**src/hw/rtl/lhm_pkg.sv**
```systemverilog
package lhm_pkg;

   // default widths for the top level parameters
   localparam int RTT_BITS_DEFAULT   = 24;
   localparam int COUNT_BITS_DEFAULT = 16;

   // configuration port geometry
   localparam int CSR_INDEX_BITS = 2;
   localparam int CSR_DATA_BITS  = 24;

   // register indexes
   localparam logic [CSR_INDEX_BITS-1:0] CSR_DOWN_THRESHOLD  = 2'd0;
   localparam logic [CSR_INDEX_BITS-1:0] CSR_EWMA_ALPHA_Q8   = 2'd1;
   localparam logic [CSR_INDEX_BITS-1:0] CSR_SPIKE_FACTOR_Q4 = 2'd2;
   localparam logic [CSR_INDEX_BITS-1:0] CSR_SPIKE_FLOOR_US  = 2'd3;

   // register reset values
   localparam logic [7:0]  DOWN_THRESHOLD_RESET  = 8'd3;
   localparam logic [8:0]  EWMA_ALPHA_Q8_RESET   = 9'd32;
   localparam logic [7:0]  SPIKE_FACTOR_Q4_RESET = 8'd32;
   localparam logic [23:0] SPIKE_FLOOR_US_RESET  = 24'd50000;

   // alpha of 1.0 in q1.8
   localparam logic [8:0] ALPHA_ONE = 9'd256;

   typedef struct packed {
      logic [7:0]  down_threshold;
      logic [8:0]  ewma_alpha_q8;
      logic [7:0]  spike_factor_q4;
      logic [23:0] spike_floor_us;
   } cfg_type;

   typedef struct packed {
      logic recovered;
      logic went_down;
      logic latency_rose;
      logic latency_cleared;
      logic link_down;
      logic latency_high;
   } flags_type;

endpackage

```
**src/hw/rtl/link_health_monitor_core.sv**
```systemverilog
// link health monitor core
//
// input channel (req_*): one probe outcome per transfer, a success flag and
// a round-trip time in microseconds. result channel (rsp_*): one result per
// probe with event flags, the outage and latency states, failure run
// counters and the rtt baseline and smoothed value.
// configuration (csr_*): plain register writes, taken in the cycle the
// write enable is high; write only while no probe is in flight.
//
// a probe waits in the input register, then its result is loaded into the
// result register, where it is valid and can transfer. throughput: one probe
// per cycle while the receiver takes results; the whole state update is
// combinational logic between those two registers, its longest path the ewma
// multiply and the baseline times spike factor product followed by the compares.
// reset: counters and flags clear, the baseline goes to all ones, the ewma
// to zero and unseeded, registers take their default values.
// when the receiver stalls, the result register holds its item and one
// more probe waits in the input register; then req_ready drops.
module link_health_monitor_core #(
   parameter int RTT_BITS   = lhm_pkg::RTT_BITS_DEFAULT,
   parameter int COUNT_BITS = lhm_pkg::COUNT_BITS_DEFAULT
) (
   input  logic                               clock,
   input  logic                               reset,
   input  logic                               req_valid,
   output logic                               req_ready,
   input  logic                               req_probe_ok,
   input  logic [RTT_BITS-1:0]                req_rtt_us,
   output logic                               rsp_valid,
   input  logic                               rsp_ready,
   output logic                               rsp_recovered,
   output logic                               rsp_went_down,
   output logic                               rsp_latency_rose,
   output logic                               rsp_latency_cleared,
   output logic                               rsp_link_down,
   output logic                               rsp_latency_high,
   output logic [COUNT_BITS-1:0]              rsp_run_length,
   output logic [COUNT_BITS-1:0]              rsp_longest_run,
   output logic [COUNT_BITS-1:0]              rsp_outage_total,
   output logic [RTT_BITS-1:0]                rsp_baseline_us,
   output logic [RTT_BITS-1:0]                rsp_smoothed_us,
   input  logic                               csr_write_enable,
   input  logic [lhm_pkg::CSR_INDEX_BITS-1:0] csr_index,
   input  logic [lhm_pkg::CSR_DATA_BITS-1:0]  csr_wdata
);

   lhm_pkg::cfg_type      cfg;
   lhm_pkg::flags_type    res_flags;
   lhm_pkg::flags_type    out_flags;
   logic                  item_valid;
   logic                  item_probe_ok;
   logic [RTT_BITS-1:0]   item_rtt_us;
   logic                  advance;
   logic [COUNT_BITS-1:0] res_run_length;
   logic [COUNT_BITS-1:0] res_longest_run;
   logic [COUNT_BITS-1:0] res_outage_total;
   logic [RTT_BITS-1:0]   res_baseline_us;
   logic [RTT_BITS-1:0]   res_smoothed_us;

   // held probe moves into the result register when that is free
   assign advance = item_valid && (!rsp_valid || rsp_ready);

   lhm_csr u_csr (
      .clock            (clock),
      .reset            (reset),
      .csr_write_enable (csr_write_enable),
      .csr_index        (csr_index),
      .csr_wdata        (csr_wdata),
      .cfg              (cfg)
   );

   lhm_in_stage #(
      .RTT_BITS (RTT_BITS)
   ) u_in_stage (
      .clock         (clock),
      .reset         (reset),
      .req_valid     (req_valid),
      .req_ready     (req_ready),
      .req_probe_ok  (req_probe_ok),
      .req_rtt_us    (req_rtt_us),
      .advance       (advance),
      .item_valid    (item_valid),
      .item_probe_ok (item_probe_ok),
      .item_rtt_us   (item_rtt_us)
   );

   lhm_update #(
      .RTT_BITS   (RTT_BITS),
      .COUNT_BITS (COUNT_BITS)
   ) u_update (
      .clock            (clock),
      .reset            (reset),
      .advance          (advance),
      .probe_ok         (item_probe_ok),
      .rtt_us           (item_rtt_us),
      .cfg              (cfg),
      .res_flags        (res_flags),
      .res_run_length   (res_run_length),
      .res_longest_run  (res_longest_run),
      .res_outage_total (res_outage_total),
      .res_baseline_us  (res_baseline_us),
      .res_smoothed_us  (res_smoothed_us)
   );

   lhm_out_stage #(
      .RTT_BITS   (RTT_BITS),
      .COUNT_BITS (COUNT_BITS)
   ) u_out_stage (
      .clock            (clock),
      .reset            (reset),
      .load             (advance),
      .res_flags        (res_flags),
      .res_run_length   (res_run_length),
      .res_longest_run  (res_longest_run),
      .res_outage_total (res_outage_total),
      .res_baseline_us  (res_baseline_us),
      .res_smoothed_us  (res_smoothed_us),
      .rsp_ready        (rsp_ready),
      .rsp_valid        (rsp_valid),
      .rsp_flags        (out_flags),
      .rsp_run_length   (rsp_run_length),
      .rsp_longest_run  (rsp_longest_run),
      .rsp_outage_total (rsp_outage_total),
      .rsp_baseline_us  (rsp_baseline_us),
      .rsp_smoothed_us  (rsp_smoothed_us)
   );

   assign rsp_recovered       = out_flags.recovered;
   assign rsp_went_down       = out_flags.went_down;
   assign rsp_latency_rose    = out_flags.latency_rose;
   assign rsp_latency_cleared = out_flags.latency_cleared;
   assign rsp_link_down       = out_flags.link_down;
   assign rsp_latency_high    = out_flags.latency_high;

   // a probe is either a success or a failure, never both events
   assert property (@(posedge clock) disable iff (reset)
      rsp_valid |-> !(rsp_recovered && rsp_went_down))
      else $error("recovered and went_down in one result");

   // outage events agree with the reported link state
   assert property (@(posedge clock) disable iff (reset)
      rsp_valid |-> (!rsp_went_down || rsp_link_down) && (!rsp_recovered || !rsp_link_down))
      else $error("outage event disagrees with link_down");

   // latency events agree with the reported latency state
   assert property (@(posedge clock) disable iff (reset)
      rsp_valid |-> (!rsp_latency_rose || rsp_latency_high)
                 && (!rsp_latency_cleared || !rsp_latency_high))
      else $error("latency event disagrees with latency_high");

   // the reported run never exceeds the longest run
   assert property (@(posedge clock) disable iff (reset)
      rsp_valid |-> rsp_run_length <= rsp_longest_run)
      else $error("run_length above longest_run");

endmodule

```
**src/hw/rtl/lhm_csr.sv**
```systemverilog
module lhm_csr (
   input  logic                                 clock,
   input  logic                                 reset,
   input  logic                                 csr_write_enable,
   input  logic [lhm_pkg::CSR_INDEX_BITS-1:0]   csr_index,
   input  logic [lhm_pkg::CSR_DATA_BITS-1:0]    csr_wdata,
   output lhm_pkg::cfg_type                     cfg
);

   lhm_pkg::cfg_type cfg_ff;
   lhm_pkg::cfg_type cfg_in;

   // decode one register write
   always_comb begin
      cfg_in = cfg_ff;
      if (csr_write_enable) begin
         case (csr_index)
            lhm_pkg::CSR_DOWN_THRESHOLD:  cfg_in.down_threshold  = csr_wdata[7:0];
            lhm_pkg::CSR_EWMA_ALPHA_Q8:   cfg_in.ewma_alpha_q8   = csr_wdata[8:0];
            lhm_pkg::CSR_SPIKE_FACTOR_Q4: cfg_in.spike_factor_q4 = csr_wdata[7:0];
            lhm_pkg::CSR_SPIKE_FLOOR_US:  cfg_in.spike_floor_us  = csr_wdata[23:0];
            default:                      cfg_in = cfg_ff;
         endcase
      end
   end

   always_ff @(posedge clock) begin
      if (reset) begin
         cfg_ff.down_threshold  <= lhm_pkg::DOWN_THRESHOLD_RESET;
         cfg_ff.ewma_alpha_q8   <= lhm_pkg::EWMA_ALPHA_Q8_RESET;
         cfg_ff.spike_factor_q4 <= lhm_pkg::SPIKE_FACTOR_Q4_RESET;
         cfg_ff.spike_floor_us  <= lhm_pkg::SPIKE_FLOOR_US_RESET;
      end else begin
         cfg_ff <= cfg_in;
      end
   end

   assign cfg = cfg_ff;

endmodule

```
**src/hw/rtl/lhm_in_stage.sv**
```systemverilog
module lhm_in_stage #(
   parameter int RTT_BITS = lhm_pkg::RTT_BITS_DEFAULT
) (
   input  logic                clock,
   input  logic                reset,
   input  logic                req_valid,
   output logic                req_ready,
   input  logic                req_probe_ok,
   input  logic [RTT_BITS-1:0] req_rtt_us,
   input  logic                advance,
   output logic                item_valid,
   output logic                item_probe_ok,
   output logic [RTT_BITS-1:0] item_rtt_us
);

   logic                valid_ff;
   logic                valid_in;
   logic                probe_ok_ff;
   logic [RTT_BITS-1:0] rtt_ff;
   logic                take;

   // room when empty or when the held item moves on this cycle
   assign req_ready = !valid_ff || advance;
   assign take      = req_valid && req_ready;

   always_comb begin
      valid_in = valid_ff;
      if (take) begin
         valid_in = 1'b1;
      end else if (advance) begin
         valid_in = 1'b0;
      end
   end

   always_ff @(posedge clock) begin
      if (reset) begin
         valid_ff <= 1'b0;
      end else begin
         valid_ff <= valid_in;
      end
   end

   // payload capture on transfer
   always_ff @(posedge clock) begin
      if (take) begin
         probe_ok_ff <= req_probe_ok;
         rtt_ff      <= req_rtt_us;
      end
   end

   assign item_valid    = valid_ff;
   assign item_probe_ok = probe_ok_ff;
   assign item_rtt_us   = rtt_ff;

endmodule

```
**src/hw/rtl/lhm_update.sv**
```systemverilog
module lhm_update #(
   parameter int RTT_BITS   = lhm_pkg::RTT_BITS_DEFAULT,
   parameter int COUNT_BITS = lhm_pkg::COUNT_BITS_DEFAULT
) (
   input  logic                  clock,
   input  logic                  reset,
   input  logic                  advance,
   input  logic                  probe_ok,
   input  logic [RTT_BITS-1:0]   rtt_us,
   input  lhm_pkg::cfg_type      cfg,
   output lhm_pkg::flags_type    res_flags,
   output logic [COUNT_BITS-1:0] res_run_length,
   output logic [COUNT_BITS-1:0] res_longest_run,
   output logic [COUNT_BITS-1:0] res_outage_total,
   output logic [RTT_BITS-1:0]   res_baseline_us,
   output logic [RTT_BITS-1:0]   res_smoothed_us
);

   localparam int PROD_W  = RTT_BITS + 9;
   localparam int WSUM_W  = RTT_BITS + 10;
   localparam int SPIKE_W = RTT_BITS + 8;
   localparam int SUM_W   = ((RTT_BITS > 24) ? RTT_BITS : 24) + 1;
   localparam int HALF_W  = RTT_BITS + 2;

   logic [COUNT_BITS-1:0] fail_run_ff,     fail_run_in;
   logic [COUNT_BITS-1:0] max_fail_run_ff, max_fail_run_in;
   logic [COUNT_BITS-1:0] outage_count_ff, outage_count_in;
   logic                  down_flag_ff,    down_flag_in;
   logic [RTT_BITS-1:0]   min_rtt_ff,      min_rtt_in;
   logic [RTT_BITS-1:0]   ewma_rtt_ff,     ewma_rtt_in;
   logic                  ewma_seeded_ff,  ewma_seeded_in;
   logic                  slow_flag_ff,    slow_flag_in;

   logic                  fail_sat;
   logic [COUNT_BITS-1:0] fail_inc;
   logic [COUNT_BITS-1:0] max_cand;
   logic                  threshold_hit;
   logic [COUNT_BITS-1:0] outage_inc;
   logic [RTT_BITS-1:0]   min_new;
   logic [8:0]            alpha_c;
   logic [8:0]            alpha_rest;
   logic [PROD_W-1:0]     prod_new;
   logic [PROD_W-1:0]     prod_old;
   logic [WSUM_W-1:0]     wsum;
   logic [RTT_BITS-1:0]   ewma_new;
   logic [SPIKE_W-1:0]    spike_lhs;
   logic [SPIKE_W-1:0]    spike_rhs;
   logic [SUM_W-1:0]      floor_rhs;
   logic [HALF_W-1:0]     ewma_x2;
   logic [HALF_W-1:0]     min_x3;
   logic                  over_spike;
   logic                  over_floor;
   logic                  rise;
   logic                  fall;

   // failure run and outage counters, saturating
   always_comb begin
      fail_sat      = &fail_run_ff;
      fail_inc      = fail_sat ? fail_run_ff : fail_run_ff + 1'b1;
      max_cand      = (fail_inc > max_fail_run_ff) ? fail_inc : max_fail_run_ff;
      threshold_hit = !fail_sat && (fail_inc == COUNT_BITS'(cfg.down_threshold));
      outage_inc    = (&outage_count_ff) ? outage_count_ff : outage_count_ff + 1'b1;
   end

   // baseline and ewma blend
   always_comb begin
      min_new    = (rtt_us < min_rtt_ff) ? rtt_us : min_rtt_ff;
      alpha_c    = (cfg.ewma_alpha_q8 > lhm_pkg::ALPHA_ONE) ? lhm_pkg::ALPHA_ONE
                                                            : cfg.ewma_alpha_q8;
      alpha_rest = lhm_pkg::ALPHA_ONE - alpha_c;
      prod_new   = PROD_W'(alpha_c) * PROD_W'(rtt_us);
      prod_old   = PROD_W'(alpha_rest) * PROD_W'(ewma_rtt_ff);
      wsum       = WSUM_W'(prod_new) + WSUM_W'(prod_old);
      ewma_new   = ewma_seeded_ff ? wsum[RTT_BITS+7:8] : rtt_us;
   end

   // high latency hysteresis
   always_comb begin
      spike_lhs  = SPIKE_W'({ewma_new, 4'b0000});
      spike_rhs  = SPIKE_W'(min_new) * SPIKE_W'(cfg.spike_factor_q4);
      floor_rhs  = SUM_W'(min_new) + SUM_W'(cfg.spike_floor_us);
      ewma_x2    = HALF_W'({ewma_new, 1'b0});
      min_x3     = HALF_W'(min_new) + HALF_W'({min_new, 1'b0});
      over_spike = spike_lhs > spike_rhs;
      over_floor = SUM_W'(ewma_new) > floor_rhs;
      rise       = probe_ok && !slow_flag_ff && over_spike && over_floor;
      fall       = probe_ok && slow_flag_ff && (ewma_x2 < min_x3);
   end

   // next state for this item
   always_comb begin
      fail_run_in     = fail_run_ff;
      max_fail_run_in = max_fail_run_ff;
      outage_count_in = outage_count_ff;
      down_flag_in    = down_flag_ff;
      min_rtt_in      = min_rtt_ff;
      ewma_rtt_in     = ewma_rtt_ff;
      ewma_seeded_in  = ewma_seeded_ff;
      slow_flag_in    = slow_flag_ff;
      if (probe_ok) begin
         fail_run_in    = '0;
         down_flag_in   = 1'b0;
         min_rtt_in     = min_new;
         ewma_rtt_in    = ewma_new;
         ewma_seeded_in = 1'b1;
         if (rise) begin
            slow_flag_in = 1'b1;
         end else if (fall) begin
            slow_flag_in = 1'b0;
         end
      end else begin
         fail_run_in     = fail_inc;
         max_fail_run_in = max_cand;
         if (threshold_hit) begin
            down_flag_in    = 1'b1;
            outage_count_in = outage_inc;
         end
      end
   end

   always_ff @(posedge clock) begin
      if (reset) begin
         fail_run_ff     <= '0;
         max_fail_run_ff <= '0;
         outage_count_ff <= '0;
         down_flag_ff    <= 1'b0;
         min_rtt_ff      <= '1;
         ewma_rtt_ff     <= '0;
         ewma_seeded_ff  <= 1'b0;
         slow_flag_ff    <= 1'b0;
      end else if (advance) begin
         fail_run_ff     <= fail_run_in;
         max_fail_run_ff <= max_fail_run_in;
         outage_count_ff <= outage_count_in;
         down_flag_ff    <= down_flag_in;
         min_rtt_ff      <= min_rtt_in;
         ewma_rtt_ff     <= ewma_rtt_in;
         ewma_seeded_ff  <= ewma_seeded_in;
         slow_flag_ff    <= slow_flag_in;
      end
   end

   // result fields for this item
   always_comb begin
      res_flags.recovered       = probe_ok && down_flag_ff;
      res_flags.went_down       = !probe_ok && threshold_hit;
      res_flags.latency_rose    = rise;
      res_flags.latency_cleared = fall;
      res_flags.link_down       = down_flag_in;
      res_flags.latency_high    = slow_flag_in;
      res_run_length            = probe_ok ? fail_run_ff : fail_inc;
      res_longest_run           = max_fail_run_in;
      res_outage_total          = outage_count_in;
      res_baseline_us           = min_rtt_in;
      res_smoothed_us           = ewma_rtt_in;
   end

endmodule

```
**src/hw/rtl/lhm_out_stage.sv**
```systemverilog
module lhm_out_stage #(
   parameter int RTT_BITS   = lhm_pkg::RTT_BITS_DEFAULT,
   parameter int COUNT_BITS = lhm_pkg::COUNT_BITS_DEFAULT
) (
   input  logic                  clock,
   input  logic                  reset,
   input  logic                  load,
   input  lhm_pkg::flags_type    res_flags,
   input  logic [COUNT_BITS-1:0] res_run_length,
   input  logic [COUNT_BITS-1:0] res_longest_run,
   input  logic [COUNT_BITS-1:0] res_outage_total,
   input  logic [RTT_BITS-1:0]   res_baseline_us,
   input  logic [RTT_BITS-1:0]   res_smoothed_us,
   input  logic                  rsp_ready,
   output logic                  rsp_valid,
   output lhm_pkg::flags_type    rsp_flags,
   output logic [COUNT_BITS-1:0] rsp_run_length,
   output logic [COUNT_BITS-1:0] rsp_longest_run,
   output logic [COUNT_BITS-1:0] rsp_outage_total,
   output logic [RTT_BITS-1:0]   rsp_baseline_us,
   output logic [RTT_BITS-1:0]   rsp_smoothed_us
);

   logic                  valid_ff;
   logic                  valid_in;
   lhm_pkg::flags_type    flags_ff;
   logic [COUNT_BITS-1:0] run_ff;
   logic [COUNT_BITS-1:0] longest_ff;
   logic [COUNT_BITS-1:0] outage_ff;
   logic [RTT_BITS-1:0]   baseline_ff;
   logic [RTT_BITS-1:0]   smoothed_ff;

   // result valid: set on load, dropped after transfer
   always_comb begin
      valid_in = valid_ff;
      if (load) begin
         valid_in = 1'b1;
      end else if (rsp_ready) begin
         valid_in = 1'b0;
      end
   end

   always_ff @(posedge clock) begin
      if (reset) begin
         valid_ff <= 1'b0;
      end else begin
         valid_ff <= valid_in;
      end
   end

   always_ff @(posedge clock) begin
      if (load) begin
         flags_ff    <= res_flags;
         run_ff      <= res_run_length;
         longest_ff  <= res_longest_run;
         outage_ff   <= res_outage_total;
         baseline_ff <= res_baseline_us;
         smoothed_ff <= res_smoothed_us;
      end
   end

   assign rsp_valid        = valid_ff;
   assign rsp_flags        = flags_ff;
   assign rsp_run_length   = run_ff;
   assign rsp_longest_run  = longest_ff;
   assign rsp_outage_total = outage_ff;
   assign rsp_baseline_us  = baseline_ff;
   assign rsp_smoothed_us  = smoothed_ff;

endmodule
```
**config.mk**
```make
export PLATFORM = sky130hd
export DESIGN_NAME = link_health_monitor_core
export DESIGN_NICKNAME = d
export VERILOG_FILES = /design/src/hw/rtl/lhm_pkg.sv /design/src/hw/rtl/link_health_monitor_core.sv /design/src/hw/rtl/lhm_csr.sv /design/src/hw/rtl/lhm_in_stage.sv /design/src/hw/rtl/lhm_update.sv /design/src/hw/rtl/lhm_out_stage.sv
export SDC_FILE = /design/constraint.sdc
export NUM_CORES = 2
export LEC_CHECK = 0
export BUFFER_PORTS_ARGS = -buffer_cell sky130_fd_sc_hd__buf_2
export CORE_MARGIN = 4
export CORE_UTILIZATION = 45
export CTS_CLUSTER_DIAMETER = 80
export CTS_CLUSTER_SIZE = 20
export DETAILED_ROUTE_END_ITERATION = 6
export HOLD_SLACK_MARGIN = 0.02
export SETUP_SLACK_MARGIN = 0.1
export SLEW_MARGIN = 10
export SYNTH_ARGS = -nofsm -noshare
export SYNTH_HDL_FRONTEND = slang
export SYNTH_HIERARCHICAL = 1
export SYNTH_SLANG_ARGS = --single-unit
```
**constraint.sdc**
```tcl
create_clock -name clock -period 12.05 [get_ports clock]
set_input_delay 0.6025 -clock clock [delete_from_list [all_inputs] [get_ports clock]]
set_output_delay 0.6025 -clock clock [all_outputs]
set_load 0.005 [all_outputs]
```
Word-level counts from Yosys, hierarchy flattened
Index checks and enable logic that the tools add are counted.
{"block": "totals", "regBits": 277, "wordCells": 95}
{"block": "classes", "multipliers": 3, "mux": 22, "order_cmp": 6, "eq_ne": 4, "add_sub_neg": 6, "reduce_logical": 27}
{"cell": "$mux 16", "count": 8}
{"cell": "$mux 24", "count": 4}
{"cell": "$mul 9x24->32", "count": 2}
{"cell": "$add 16x1->16 const B", "count": 2}
{"cell": "$add 32x32->32", "count": 1}
{"cell": "$gt 28x32->1", "count": 1}
{"cell": "$mul 24x8->32", "count": 1}
{"cell": "$reduce_and 16->1", "count": 2}
{"cell": "$add 24x25->26", "count": 1}
{"cell": "$lt 25x26->1", "count": 1}
{"cell": "$add 24x24->25", "count": 1}
{"cell": "$gt 24x25->1", "count": 1}
{"cell": "$lt 24x24->1", "count": 1}
{"cell": "$eq 16x8->1", "count": 1}
{"cell": "$gt 16x16->1", "count": 1}
{"cell": "$logic_and 1x1->1", "count": 10}
{"cell": "$reduce_and 2->1", "count": 5}
{"cell": "$gt 9x9->1 const B", "count": 1}
{"cell": "$mux 1", "count": 9}
{"cell": "$mux 9", "count": 1}
{"cell": "$sub 9x9->9 const A", "count": 1}
{"cell": "$logic_not 1->1", "count": 5}
{"cell": "$eq 2x2->1 const B", "count": 2}
{"cell": "$reduce_bool 2->1", "count": 2}
{"cell": "3 further kinds", "count": 4}

Logic depth before layout (Yosys ltp)
{"block": "depth", "depth_word": 11, "ltp_mapped": 46}

Hierarchy
Netlist, hierarchy kept.
{"module": "lhm_update", "seq_area_each_um2": 1981.9, "cells_per_inst": 3632, "area_each_um2": 29595.9, "n_inst": 1}
{"module": "lhm_out_stage", "seq_area_each_um2": 3083.0, "cells_per_inst": 106, "area_each_um2": 3101.7, "n_inst": 1}
{"module": "lhm_csr", "seq_area_each_um2": 980.9, "cells_per_inst": 196, "area_each_um2": 2029.4, "n_inst": 1}
{"module": "lhm_in_stage", "seq_area_each_um2": 770.7, "cells_per_inst": 30, "area_each_um2": 805.8, "n_inst": 1}
{"module": "link_health_monitor_core", "seq_area_each_um2": 0.0, "cells_per_inst": 2, "area_each_um2": 11.3, "n_inst": 1}

Worst setup path before layout
No wires, ideal clock.
{"block": "synth_path", "path_kind": "reg-to-reg", "start": "reg u_csr.cfg_ff, in the netlist u_csr/cfg[40]", "end": "reg u_update.slow_flag_ff", "path_stages_with_launch": 41, "arrival_time_ns": 9.566, "slack_ns": 2.392, "required_time_ns": 11.958, "cell_sequence": "dfxtp_1 nor2b_1 clkbuf_1 clkbuf_1 inv_1 ha_1 nand2_1 or3_1 xor2_1 clkbuf_1 nand2_1 fa_1 fa_1 inv_1 fa_1 fa_1 fa_1 inv_1 [5 not listed] o2bb2ai_1 o211a_1 or3_1 a21o_1 a21oi_1 xor2_1 nor2_1 a21oi_1 inv_1 ha_1 nand3_1 or4_1 a2111oi_0 nor4b_1 a211oi_1 o21ai_0 and2_1 o32ai_1"}
{"block": "synth_via", "elab_chain_len": 11, "word_cells_on_any_way": 16}
{"element": "from (decl)", "line_no": "lhm_csr.sv:10", "source": "lhm_pkg::cfg_type cfg_ff;"}
{"element": "from (signal assigned)", "line_no": "lhm_csr.sv:34", "source": "cfg_ff <= cfg_in;"}
{"element": "$gt 9x9->1", "line_no": "lhm_update.sv:68", "source": "alpha_c = (cfg.ewma_alpha_q8 > lhm_pkg::ALPHA_ONE) ? lhm_pkg::ALPHA_ONE"}
{"element": "$mux 9 *", "line_no": "lhm_update.sv:68"}
{"element": "$sub 9x9->9", "line_no": "lhm_update.sv:70", "source": "alpha_rest = lhm_pkg::ALPHA_ONE - alpha_c;"}
{"element": "$mul 9x24->32", "line_no": "lhm_update.sv:72", "source": "prod_old = PROD_W'(alpha_rest) * PROD_W'(ewma_rtt_ff);"}
{"element": "$add 32x32->32 *", "line_no": "lhm_update.sv:73", "source": "wsum = WSUM_W'(prod_new) + WSUM_W'(prod_old);"}
{"element": "$mux 24 *", "line_no": "lhm_update.sv:74", "source": "ewma_new = ewma_seeded_ff ? wsum[RTT_BITS+7:8] : rtt_us;"}
{"element": "$lt 25x26->1 *", "line_no": "lhm_update.sv:87", "source": "fall = probe_ok && slow_flag_ff && (ewma_x2 < min_x3);"}
{"element": "$logic_and 1x1->1 *", "line_no": "lhm_update.sv:87"}
{"element": "named net u_update.fall", "line_no": "lhm_update.sv:54", "source": "logic fall;"}
{"element": "$mux 1 *", "line_no": "lhm_update.sv:108", "source": "end else if (fall) begin"}
{"element": "$mux 1 *", "line_no": "lhm_update.sv:106", "source": "if (rise) begin"}
{"element": "$mux 1 *", "line_no": "lhm_update.sv:100", "source": "if (probe_ok) begin"}
{"element": "to (signal assigned)", "line_no": "lhm_update.sv:139", "source": "slow_flag_ff <= slow_flag_in;"}
{"element": "to (decl)", "line_no": "lhm_update.sv:32", "source": "logic slow_flag_ff, slow_flag_in;"}
The timed path passes the listed nets; every way through them passes the cells marked *.
A chain may end at the register's enable or synchronous reset.

==> impl_metrics.env <==
export IMPL_outcome="complete, no violations"
export IMPL_ys_warn_count=6
export IMPL_critical_path_slowest_cell="a2111oi_0"
export IMPL_syn_num_nets=4803
export IMPL_hp_start="req_rtt_us[19]"
export IMPL_max_slew_margin_rel_pct=35.06
export IMPL_drv_slew=0
export IMPL_antenna_found_initial=6
export IMPL_grt_pass1_vias=27100
export IMPL_clockBufferDepth=3
export IMPL_synth_ff_type="dfxtp_1"
export IMPL_hold_end="u_in_stage/item_rtt_us[19]$_DFFE_PP_"
export IMPL_grt_setup_unrepaired="no"
export IMPL_portBuffers=159
export IMPL_final_cell_mix="674 x inv_1, 553 x nand2_1, 495 x fa_1"
export IMPL_regToRegSetupSlack_ns=0.98
export IMPL_area_growth_pct=7.667
export IMPL_cts_made_buffers=26
export IMPL_async_reset_ff_share_pct=0
export IMPL_synthesis_area_um2=35540
export IMPL_layout_drive_gt1_share_pct=8.627
export IMPL_die_h_um=289.0
export IMPL_clk_latency_ns=0.59
export IMPL_grt_overflow_total=0
export IMPL_initial_core_util_pct=45.66
export IMPL_hold_path_class="in2reg"
export IMPL_dp_hpwl_mm=76.30
export IMPL_worst_pin_slew_ns=0.9639
export IMPL_cts_resized=0
export IMPL_clock_sinks=277
export IMPL_dp_slack_ns=1.201
export IMPL_cp_end_kind="flop"
export IMPL_p_int_mw=2.385
export IMPL_tns_ns=0
export IMPL_synth_enable_flop_cells=127
export IMPL_placeableCoreArea_um2=77850
export IMPL_yosys_top_cells_area="fa_1 28%, edfxtp_1 11%, ha_1 10%, dfxtp_1 8.4%, inv_1 7.1%"
export IMPL_crit_top_cell="fa_1"
export IMPL_yosysTopAreaCellShare_pct=27.88
export IMPL_worstPathMaxFanout=32
export IMPL_cp_arrival_ns=11.57
export IMPL_wl_per_cell_um=19.14
export IMPL_vias=26940
export IMPL_ys_seq_elements=277
export IMPL_syn_inst=3966
export IMPL_worst_r2r_startpoint="u_csr/cfg[40]$_SDFFE_PP0P_"
export IMPL_path_clk_slew_ns=0.08
export IMPL_die_area_um2=83550
export IMPL_post_route_drc_count=0
export IMPL_setup_violations=0
export IMPL_cts_root_buf="clkbuf_16"
export IMPL_maxCapViolCount=0
export IMPL_rr_endpoint="u_update/slow_flag_ff$_SDFFE_PP0P_"
export IMPL_fmax_mhz=90.29
export IMPL_grt_util_all_layers_pct=23.49
export IMPL_dr_pass1_iters=5
export IMPL_p_comb_share_pct=51.9
export IMPL_cts_hold_buf=0
export IMPL_layout_setup_ws_ns=0.9751
export IMPL_cp_start_kind="flop"
export IMPL_gp_congestion=0.8713
export IMPL_leakage_nw=18.56
export IMPL_synth_cell_type_count=87
export IMPL_layout_commonest_cell="inv_1"
export IMPL_powerDensity_nw_per_um2=109.7
export IMPL_routed_via_density=5.307
export IMPL_nets=4851
export IMPL_hold_violations=0
export IMPL_ant_nets=0
export IMPL_holdWs_ns=0.1799
export IMPL_htreeDepth=1
export IMPL_cp_slowest_stage_delay_ns=0.59
export IMPL_hold_depth=1
export IMPL_period_needed_ns=11.07
export IMPL_reg2reg_depth=36
export IMPL_grt_pass1_wl_mm=154.6
export IMPL_ioPinCount=160
export IMPL_drt_total_wl_mm=97.15
export IMPL_yosysTopAreaCell="fa_1"
export IMPL_power_switching_mw=1.815
export IMPL_peakVddDrop_uv=106.8
export IMPL_avgSynthCellArea_um2=8.962
export IMPL_fp_row_count=102
export IMPL_skew_ns=0.02149
export IMPL_swShare_pct=43.21
export IMPL_pwr_share_clk_pct=21.6
export IMPL_grt_max_degree=121
export IMPL_cts_tree="yes"
export IMPL_post_route_period_util_pct=91.91
export IMPL_fp_dieW_um=289.0
export IMPL_synth_yosys_seq_area_share_pct=19.18
export IMPL_worstSetupPathType="reg2reg"
export IMPL_required_ns=12.54
export IMPL_drtIter0Drc=1756
export IMPL_post_cts_buffers=0
export IMPL_seq_power_share_pct=26.5
-- worst max-delay path, delay by kind of cell (launching register included) --
| family | cells | cell delay [ns] |
|---|---|---|
| compound gates | 11 | 3.01 |
| buf+inv | 5 | 0.98 |
| simple gates | 10 | 2.69 |
| fa+ha+maj | 8 | 3.53 |
| xor+xnor | 2 | 0.32 |
| flops | 1 | 0.44 |
-- metal layers --
layer,track usage [%],up-vias,part of all wire [%]
met5,0,-,0.017
met4,4.979,2,2.3
met3,3.399,103,5.9
met2,38.19,714,46
met1,33.61,13390,46
li1,-,12730,-
-- power by group through the flow --
| stage | registers, mW | clock network, mW | logic, mW |
|---|---|---|---|
| detailed placement | 1.13 | 0 | 2.14 |
| global placement | 1.13 | 0 | 2.15 |
| finish | 1.11 | 0.906 | 2.18 |
| CTS | 1.11 | 0.935 | 2.17 |
| global route | 1.12 | 0.964 | 2.46 |
| floorplan | 1.10 | 0 | 1.57 |
-- kinds of logic after synthesis --
logic type / count (synthesis) / synth area share (%)
buffers and inverters: 864 / 9.318
XOR/XNOR: 147 / 3.643
multiplexers: 120 / 3.534
flip-flops: 277 / 19.18
adder cells (fa/ha/maj): 783 / 38.00
AND/OR/NAND/NOR: 1277 / 17.20
AO/OA/AOI/OAI: 498 / 9.124
-- per-stage QoR --
stage	power [mW]	util, %	instances	area, µm²
floorplan	2.673	-	3966	35540
global placement	3.284	47.95	5026	37330
detailed placement	3.272	47.95	5026	37330
CTS	4.219	49.15	5074	38260
global route	4.541	49.15	5075	38270
finish	4.200	49.16	5076	38270
-- final cells by class --
class / instances / area [µm²]
Multi-Input combinational cell: 2825 / 25500
Fill cell: 7511 / 39580
Tap cell: 1040 / 1301
Clock buffer: 34 / 711.9
Inverter: 676 / 2537
Sequential cell: 277 / 6817
Clock inverter: 14 / 222.7
Timing Repair Buffer: 208 / 1179
Antenna cell: 2 / 5.005
-- worst max-delay path by stage --
stage	startpoint	end	slack, ns
floorplan	u_csr/cfg[40]$_SDFFE_PP0P_	u_update/slow_flag_ff$_SDFFE_PP0P_	2.39
global placement	u_csr/cfg[40]$_SDFFE_PP0P_	u_out_stage/rsp_flags[0]$_DFFE_PP_	1.18
detailed placement	u_csr/cfg[40]$_SDFFE_PP0P_	u_update/slow_flag_ff$_SDFFE_PP0P_	1.20
CTS	u_csr/cfg[40]$_SDFFE_PP0P_	u_update/slow_flag_ff$_SDFFE_PP0P_	1.14
global route	u_csr/cfg[40]$_SDFFE_PP0P_	u_out_stage/rsp_flags[0]$_DFFE_PP_	0.43
finish	u_csr/cfg[40]$_SDFFE_PP0P_	u_update/slow_flag_ff$_SDFFE_PP0P_	0.98
-- synth_stat cells, types with 70 or more instances --
master	number
inv_1	674
nand2_1	553
fa_1	495
ha_1	286
and2_1	197
mux2i_1	76
a21oi_1	153
xnor2_1	76
nand2b_1	85
dfxtp_1	150
clkbuf_1	154
o21ai_0	99
edfxtp_1	127
xor2_1	70
nor2_1	208
-- state kept, by name, summed over array words and instances, names as in the netlist --
register,flops
u_csr/cfg,49
u_out_stage/rsp_flags,6
u_out_stage/rsp_smoothed_us,24
u_update/outage_count_ff,16
u_out_stage/rsp_outage_total,16
u_out_stage/rsp_run_length,16
u_in_stage/item_rtt_us,24
u_out_stage/rsp_longest_run,16
u_update/max_fail_run_ff,16
u_update/ewma_seeded_ff,1
u_update/fail_run_ff,16
u_out_stage/rsp_baseline_us,24
u_out_stage/rsp_valid,1
u_update/slow_flag_ff,1
u_update/down_flag_ff,1
u_update/ewma_rtt_ff,24
u_in_stage/item_valid,1
u_in_stage/item_probe_ok,1
u_update/min_rtt_ff,24
No activity file was read; power rests on OpenSTA's default activity.
